--- src/hw/rtl/rwnh_pkg.sv ---
package rwnh_pkg;

   // Action codes carried by the req_action field.
   localparam logic [1:0] ACT_NODE_WR = 2'd0;
   localparam logic [1:0] ACT_LINK_WR = 2'd1;
   localparam logic [1:0] ACT_STEP    = 2'd2;
   localparam logic [1:0] ACT_DRAW    = 2'd3;

   // Generator constants.
   localparam int unsigned TW_N         = 624;
   localparam logic [9:0]  TW_LAST      = 10'd623;
   localparam logic [9:0]  TW_M         = 10'd397;
   localparam logic [9:0]  TW_WRAP      = 10'd227;
   localparam logic [31:0] TW_SEED      = 32'd20260912;
   localparam logic [31:0] TW_MULT      = 32'd1812433253;
   localparam logic [31:0] TW_MAGIC     = 32'h9908b0df;
   localparam logic [31:0] TW_TEMPER_B  = 32'h9d2c5680;
   localparam logic [31:0] TW_TEMPER_C  = 32'hefc60000;

   typedef enum logic [1:0] {
      KIND_NODE_WR,
      KIND_LINK_WR,
      KIND_STEP,
      KIND_DRAW
   } kind_type;

   typedef struct packed {
      kind_type    kind;
      logic [11:0] index;
      logic [11:0] first;
      logic [7:0]  links;
      logic [15:0] target;
      logic [15:0] node;
      logic [15:0] from;
   } cmd_type;

endpackage

--- src/hw/rtl/rwnh_queue.sv ---
module rwnh_queue
   import rwnh_pkg::*;
(
   input  logic    clock,
   input  logic    reset,
   input  logic    push,
   input  cmd_type push_cmd,
   input  logic    pop,
   output logic    full,
   output logic    head_valid,
   output cmd_type head_cmd
);

   cmd_type    slot_ff [2];
   logic       wr_ptr_ff;
   logic       rd_ptr_ff;
   logic [1:0] count_ff;
   logic [1:0] count_in;

   assign full       = count_ff == 2'd2;
   assign head_valid = count_ff != 2'd0;
   assign head_cmd   = slot_ff[rd_ptr_ff];

   always_comb begin
      count_in = count_ff;
      if (push && !pop) begin
         count_in = count_ff + 2'd1;
      end else if (pop && !push) begin
         count_in = count_ff - 2'd1;
      end
   end

   always_ff @(posedge clock) begin
      if (push) begin
         slot_ff[wr_ptr_ff] <= push_cmd;
      end
      if (reset) begin
         wr_ptr_ff <= 1'b0;
         rd_ptr_ff <= 1'b0;
         count_ff  <= 2'd0;
      end else begin
         if (push) wr_ptr_ff <= !wr_ptr_ff;
         if (pop) rd_ptr_ff <= !rd_ptr_ff;
         count_ff <= count_in;
      end
   end

endmodule

--- config.mk ---
export PLATFORM = sky130hd
export DESIGN_NAME = rwnh_queue
export DESIGN_NICKNAME = d
export VERILOG_FILES = /design/src/hw/rtl/rwnh_pkg.sv /design/src/hw/rtl/rwnh_queue.sv
export SDC_FILE = /design/constraint.sdc
export NUM_CORES = 1
export LEC_CHECK = 0
export BUFFER_PORTS_ARGS = -buffer_cell sky130_fd_sc_hd__clkbuf_2
export CORE_UTILIZATION = 38
export DETAILED_ROUTE_END_ITERATION = 10
export GPL_TIMING_DRIVEN = 1
export SLEW_MARGIN = 0
export SYNTH_ARGS = -nofsm -noshare
export SYNTH_HDL_FRONTEND = slang
export SYNTH_SLANG_ARGS = --single-unit
--- constraint.sdc ---
create_clock -name clock -period 6.5 [get_ports clock]
set_clock_uncertainty 0.1 [all_clocks]
set_input_delay 0.65 -clock clock [delete_from_list [all_inputs] [get_ports clock]]
set_output_delay 0.65 -clock clock [all_outputs]
set_load 0.05 [all_outputs]
==> results.yml <==
outcome:
  outcome: "finished clean"
floorplan:
  die_h_um: 129
  dieArea_um2: 16700
  io_pins: 170
  start_util: 0.389
  die_w_um: 129
  rows: 46
  core_area_um2: 15800
global_route:
  grt_max_degree: 83
  gr-total-overflow: 0
  grt_pass1_wl_um: 15700
  grt_pass1_vias: 3099
  antenna_found_initial: 1
  grt_usage: 0.128
worst_setup_path:
  end_kind: "output port"
  path_class: "reg2out"
  crit_slowest_cell: "dfxtp_4"
  r2r_cells: 2
  cp_top_family: "flip-flops"
  reg2reg_slack_ns: 4.14
  critical_path.max_fanout: 82
  reg2reg_to: "slot_ff[0][74]"
  worst_path_largest_cell_delay_ns: 1.05
  r2r_start: "wr_ptr_ff"
  start_kind: "flip-flop"
  critPathBufInv: 1
  cp.arrival_ns: 2.25
  crit_chain: "mux2_2, clkbuf_2"
  cp.required_ns: 5.75
routing:
  avgViaCountPerCell: 4.48
  met3_wirelength_um: 945
  drc: 0
  num_vias: 3074
  drtAntennaViolNets: 0
  top_layer_used: "met5"
  wl_met2_um: 5160
  wl_met1_um: 4370
  avgRoutedWirePerCell_um: 15.6
  dr.pass1.iters: 4
  wl_um: 10700
  drtIter0Drc: 138
clocking:
  clock_latency_ns: 0.41
  cts_buffer_depth: 2
  cts_root_buffer: "clkbuf_16"
  cts_buffers: 17
  cts_setup_buffers: 0
  numClockSinks: 169
  cts_tree: "yes"
  cts_resized: 0
  cts_hold_buf: 0
  cts_htree_levels: 4
  path_clk_slew_ns: 0.06
final_layout:
  instances_no_fill: 686
  nFillCells: 1353
  syn2layout_area_growth_pct: 25.4
  multiInputGateArea_um2: 1040
  diodes: 0
  final-seq-area_um2: 5030
  layout.nets: 544
  drive_gt1_frac: 0.596
  fin_util: 0.488
synthesis:
  async_flop_share: 0
  seq_area_frac_synth: 0.816
  synth_edf_count: 164
  syn_area_um2: 6160
  ys_top_cells_by_area: "edfxtp_1 80%, mux2_2 15%, dfxtp_1 1.6%, buf_6 1.5%, xnor2_1 0.28%"
  synth_ff_type: "edfxtp_1"
  ys_types: 17
  synth-xor-area-share: 0.00569
  synth_commonest_cells: "164 x edfxtp_1, 82 x mux2_2, 8 x buf_6"
  syn_avg_cell_area_um2: 22.2
  synth_compound_area_frac: 0.00163
  syn_inst: 277
  yosysWarnings: 0
  syn_nets: 364
  yosysMostFrequentCell: "edfxtp_1"
  synth.largest_area_cell: "edfxtp_1"
  synth_top_family_by_area: "multiplexers"
  synthSimpleGateAreaFrac: 0.00793
  netlist.area_leader.share: 0.800
  synthAdderAreaFrac: 0.00203
  synthMuxAreaShare: 0.150
  synth-seq-cells: 169
timing:
  final.setup.tns_ns: 0
  fmax_mhz: 333
  max_slew_margin: 0.231
  fin_crit_sh: 0.462
  setup_viol: 0
  fin_crit_ns: 3.00
  worst_pin_slew_ns: 1.15
  rsz0062_at_grt: "no"
  drv_slew: 0
  finalHoldViolCount: 0
placement:
  dp_cells: 654
  portBuffers: 169
  gp_congestion: 0.660
hold_path:
  holdPathStages: 1
  holdCritStartpoint: "push_cmd[26]"
  holdPathEnd: "slot_ff[1][26]"
  hold_path_class: "in2reg"
pwr:
  power-per-cell-area_nw_per_um2: 340
  vdd_drop_max_v: 0.000206
  leakage_nw: 2.90
job:
  drv_cap: 0
## kinds of logic after synthesis
logic type                 count (synthesis)
DFF                                      169
muxes                                     82
buffers and inverters                     10
and+or+nand+nor                            9
xor gates and xnor gates                   4
AOI/OAI and AO/OA                          2
adders and majority gates                  1
## cell usage in the layout, fill, tap and decap left out, types with 2 or more instances in the layout
cell type     n
clkbuf_1      4
clkbuf_16    17
clkbuf_2    169
clkinv_1      5
clkinv_2      2
clkinvlp_4    3
dfxtp_1       4
edfxtp_1    164
mux2_2       82
nor2_1        4
xnor2_1       2
xor2_1        2
## layer usage
metal | vias to the layer above | global-route usage
met3 | 15 | 0.0566
met2 | 116 | 0.212
met1 | 1486 | 0.140
met5 | - | 0
met4 | 2 | 0.0623
li1 | 1455 | -
## sequential cells by signal (all words and copies together), names as in the netlist, named ones only
| signal | flops |
|---|---|
| count_ff | 2 |
| rd_ptr_ff | 1 |
| slot_ff | 164 |
| wr_ptr_ff | 1 |
## layout make-up
cell class | instances | area share
flip-flops and latches | 169 | 0.652
clock inverters | 11 | 0.0105
multi-input cells | 98 | 0.135
repair buffers | 170 | 0.111
well taps | 216 | 0.0350
inverters | 1 | 0.000486
clock buffers | 21 | 0.0571
## power breakdown
part | internal, mW | total [mW] | leakage, nW | switching (mW)
clock | 0.519 | 0.902 | 0.244 | 0.383
combinational | 0.118 | 0.412 | 1.08 | 0.295
sequential | 1.27 | 1.31 | 1.58 | 0.0345
total | 1.91 | 2.62 | 2.90 | 0.712
## stage by stage
| step | area (µm²) | setup slack, ns | hold WS (ns) | total power, mW |
|---|---|---|---|---|
| final | 7720 | 3.50 | 0.325 | 2.62 |
| after CTS | 7720 | 3.46 | 0.304 | 2.65 |
| after global placement | 7200 | 3.61 | 0.374 | 1.74 |
| after global routing | 7720 | 3.34 | 0.300 | 2.71 |
| after detailed placement | 7200 | 3.59 | 0.407 | 1.75 |
| after floorplan | 6160 | 1.63 | 0.356 | 1.65 |
## worst max-delay path by stage
stage	cells past startpoint	to	slack (ns)	from
after detailed placement	3	slot_ff[0][78]	3.59	push
after global routing	2	head_cmd[46]	3.34	flip-flop
after floorplan	1	slot_ff[0][0]	1.63	push
after CTS	2	head_cmd[11]	3.46	flip-flop
final	2	head_cmd[4]	3.50	flip-flop
after global placement	3	slot_ff[0][77]	3.61	push
(Power assumes the default switching activity.)
